===== src/rtl/aes_ram.sv =====
// Generic single-port-write, single-port-read RAM with registered read
module aes_ram #(
	parameter int WIDTH = 128,
	parameter int DEPTH = 11
) (
	input  logic                     clk,
	input  logic                     wr_en,
	input  logic [$clog2(DEPTH)-1:0] wr_addr,
	input  logic [WIDTH-1:0]         wr_data,
	input  logic [$clog2(DEPTH)-1:0] rd_addr,
	output logic [WIDTH-1:0]         rd_data
);
	logic [WIDTH-1:0] mem_q [DEPTH];

	always_ff @(posedge clk) begin
		if (wr_en)
			mem_q[wr_addr] <= wr_data;
		rd_data <= mem_q[rd_addr];
	end
endmodule


===== config.mk =====
export PLATFORM = sky130hd
export DESIGN_NAME = aes_ram
export DESIGN_NICKNAME = d
export VERILOG_FILES = /design/src/rtl/aes_ram.sv
export SDC_FILE = /design/constraint.sdc
export NUM_CORES = 1
export LEC_CHECK = 0
export BUFFER_PORTS_ARGS = -buffer_cell sky130_fd_sc_hd__buf_2
export CAP_MARGIN = 10
export CORE_ASPECT_RATIO = 1.4
export CORE_UTILIZATION = 45
export DETAILED_ROUTE_END_ITERATION = 7
export PLACE_DENSITY = 0.75
export SETUP_SLACK_MARGIN = 0.5
export SYNTH_ARGS = -nofsm -noshare
export SYNTH_HDL_FRONTEND = slang
export SYNTH_SLANG_ARGS = --single-unit

===== constraint.sdc =====
create_clock -name clk -period 10.1 [get_ports clk]
set_input_delay 0.505 -clock clk [delete_from_list [all_inputs] [get_ports clk]]
set_output_delay 0.505 -clock clk [all_outputs]
set_load 0.005 [all_outputs]

; ---- Yosys cells after proc, flatten, opt, wreduce, memory -nomap -nowiden
; Memory sizes are Yosys's and may differ from the RTL's. A register that Yosys moved wholly into a read port is not among the register bits.
; Cells that the tools add are included.
[word_totals]
regBits = 0
word_cells = 3
ramBits = 1408
mem_count = 1
inputBits = 138
out_inout_bits = 128
[classes]
muxes = 2
[mem_list]
columns = memory, depth, width, read_ports, rd_clocked_by_memory_dff, wr, line
row1 = mem_q, 11, 128, 1, 1, 1, 13  ; logic [WIDTH-1:0] mem_q [DEPTH];
[op_table]
columns = cell, count
row1 = 1-bit two-way mux, 2

; ---- Logic depth before layout (Yosys ltp)
[depth]
ltp_word = 2
depth_mapped = 6
ltp_nobuf = 3

; ---- Least setup slack after synthesis
; OpenSTA, ideal clock, no wires.
[synth_path]
kind = input -> register
from = input wr_addr[3]
to = memory mem_q[0][0] (enable)
setup_time_ps = 774
path_buffers = 0
stages = 2
slack_ps = -333
arrival_ps = 9659
cell_sequence = or3b_2 > nor3_1
[synth_rtl]
columns = element, line
row1 = "start, declared", 8  ; input logic [$clog2(DEPTH)-1:0] wr_addr,
row2 = "end, declared", 13
; No word-level cell before the write port.

==> impl_metrics.tcl <==
set metrics [dict create \
    status "completed" \
    cts_setup_buffers 0 \
    avgViaCountPerCell 5.67 \
    ant_nets 0 \
    cp_slowest_cell "buf_4" \
    yosysMostFrequentCell "edfxtp_1" \
    avgSynthCellArea_um2 19.0 \
    initialDrtViolationCount 2393 \
    crit_family "buffers and inverters" \
    min_to "mem_q[7][77]" \
    startpoint_type "input port" \
    num_vias 29078 \
    fin_crit_sh 0.300 \
    design.core.area_um2 126000 \
    ios 266 \
    final_nets 3504 \
    syn_inst 3021 \
    area_growth_pct 14.7 \
    critical_path_class "in -> reg" \
    synth_area_leaders "edfxtp_1 (74%), mux2_2 (7.5%), dfxtp_1 (4.5%)" \
    p_leak_nw 22.2 \
    cp.required_ps 10720 \
    ys_seq_elements 1536 \
    grt_pass1_vias 30090 \
    critical_path.cell_chain "buf_8 -> buf_12 -> buf_4 -> mux2_2 -> o22ai_1 -> o31ai_1" \
    tritoncts "yes" \
    total_power_mw 13.3 \
    worstReg2RegEnd "rd_data[98]" \
    port_buffers 265 \
    cts_max_path_buffers 3 \
    yosys.area.top_type "edfxtp_1" \
    grt_overflow 0 \
    post_cts_resized 0 \
    fin_worst_skew_ps 24.5 \
    fmax_mhz 330 \
    p_sw_mw 2.77 \
    synthArstFlopShare 0 \
    die_x_um 304 \
    synth_edf_count 1408 \
    drv_slew 0 \
    drc 0 \
    rsz0062_at_grt "false" \
    syn_nets 3159 \
    hold_path_depth 1 \
    clock_sinks 1536 \
    finalHoldViolCount 0 \
    htree_levels 4 \
    dieArea_um2 129000 \
    worstPathArrival_ps 3660 \
    wl_per_cell_um 24.7 \
    reg2reg_depth 3 \
    synth_ff_type "edfxtp_1" \
    cp_slowest_stage_delay_ps 880 \
    synth_cell_types 20 \
    worstSkewPairLatency_ps 780 \
    clockRootBuffer "clkbuf_16" \
    drive_above_1_share 0.266 \
    path_clk_slew_ps 70 \
    fin_setup_tns_ps 0 \
    drt-pass1-iter-count 5 \
    swShare 0.209 \
    r2r-start "mem_q[3][98]" \
    grt_usage 0.196 \
    max-slew-margin-rel 0.237 \
    rows 154 \
    end_kind "flop" \
    start_util 0.455 \
    reg2reg_slack_ps 8670 \
    tightest_slew_ps 1140 \
    wl_um 127000 \
    grt_max_degree 130 \
    pwr-share-clk 0.409 \
    cts_hold_buf 71 \
    period_needed_ps 3030 \
    path_max_fanout 129 \
    numCtsBuffers 141 \
    pwr-share-seq 0.540 \
    p_comb_frac 0.051 \
    cap_violations 0 \
    grt_first_pass_wirelength_um 188000 \
    synth_area_um2 57500 \
    finalSetupViolCount 0 \
    die_h_um 425 \
    hpwl_um 62300 \
    ir_worst_vdd_mv 0.165 \
    antenna_found_initial 33 \
    gp_congestion 0.693 \
    hold_path.class "in -> reg" \
    p_int_mw 10.5 \
    hp-start "wr_data[77]" \
    crit_buf_inv 3 \
    synth.top_cell.area_share 0.736 \
    powerDensity_nw_per_um2 201 \
    ys.warnings.count 0 \
    yosys-top-cells-count "edfxtp_1 (1408), mux2_2 (384), mux2i_1 (256)" \
    synth_seq_area_share 0.780 \
]
[cell usage in the layout, fill, tap and decap left out, types with 71 or more instances in the layout]
| master | count |
|---|---|
| edfxtp_1 | 1408 |
| mux2_2 | 384 |
| buf_2 | 262 |
| mux2i_1 | 256 |
| clkbuf_16 | 145 |
| nand2b_1 | 130 |
| a22o_1 | 128 |
| o22ai_1 | 128 |
| o211ai_1 | 128 |
| o31ai_1 | 128 |
| dfxtp_1 | 128 |
| dlygate4sd3_1 | 71 |
[routing by layer]
metal | GRT usage | part of all wire | vias to the layer above
met5 | 0 | 0.0020 | -
met4 | 0.0769 | 0.029 | 42
met3 | 0.0425 | 0.059 | 265
met2 | 0.334 | 0.50 | 839
met1 | 0.243 | 0.41 | 15057
li1 | - | - | 12875
[layout make-up]
type	count	area [µm²]
Sequential cell	1536	44800
Antenna cell	8	20.0
Clock inverter	76	922
Fill cell	9652	60300
Clock buffer	183	3830
Tap cell	1638	2050
Multi-Input combinational cell	1301	11800
Timing Repair Buffer	386	2500
[how the worst max path moves through the flow]
stage          startpoint           to  slack (ps)  cells past startpoint
2_1_floorplan  wr_addr[3]  mem_q[3][0]        3110                      2
3_3_place_gp   rd_addr[0]  rd_data[83]        6400                      6
3_5_place_dp   rd_addr[0]  rd_data[75]        6360                      6
4_1_cts        rd_addr[0]  rd_data[56]        7200                      6
5_1_grt        rd_addr[0]  rd_data[83]        6980                      6
6_report       rd_addr[0]  rd_data[74]        7070                      6
[cells by family after synthesis]
| kind of cell | synth area share |
|---|---|
| DFF | 0.780 |
| AOI/OAI and AO/OA | 0.0669 |
| buffers and inverters | 0.0171 |
| and+or+nand+nor | 0.0158 |
| muxes | 0.120 |
[per-stage QoR]
stage,setup WS [ps],util,instance area [µm²],hold slack [ps],instances
6_report,7070,0.522,65900,45.8,5128
5_1_grt,6980,0.522,65900,37.6,5125
4_1_cts,7200,0.522,65900,0.505,5120
3_5_place_dp,6360,0.479,60400,562,4790
3_3_place_gp,6400,0.479,60400,547,4790
2_1_floorplan,3110,-,57500,539,3021
[flip-flops by register name, indices dropped and copies added, names as in the netlist]
signal   flops
mem_q     1408
rd_data    128
[power groups by stage]
stage | registers, mW | logic (mW) | clock network, mW
CTS | 7.17 | 0.679 | 5.52
finish | 7.17 | 0.673 | 5.43
global placement | 7.30 | 0.635 | 0
floorplan | 7.30 | 0.374 | 0
global route | 7.17 | 0.726 | 5.74
detailed placement | 7.30 | 0.651 | 0
Note: power is estimated with default switching activity, not from simulation.
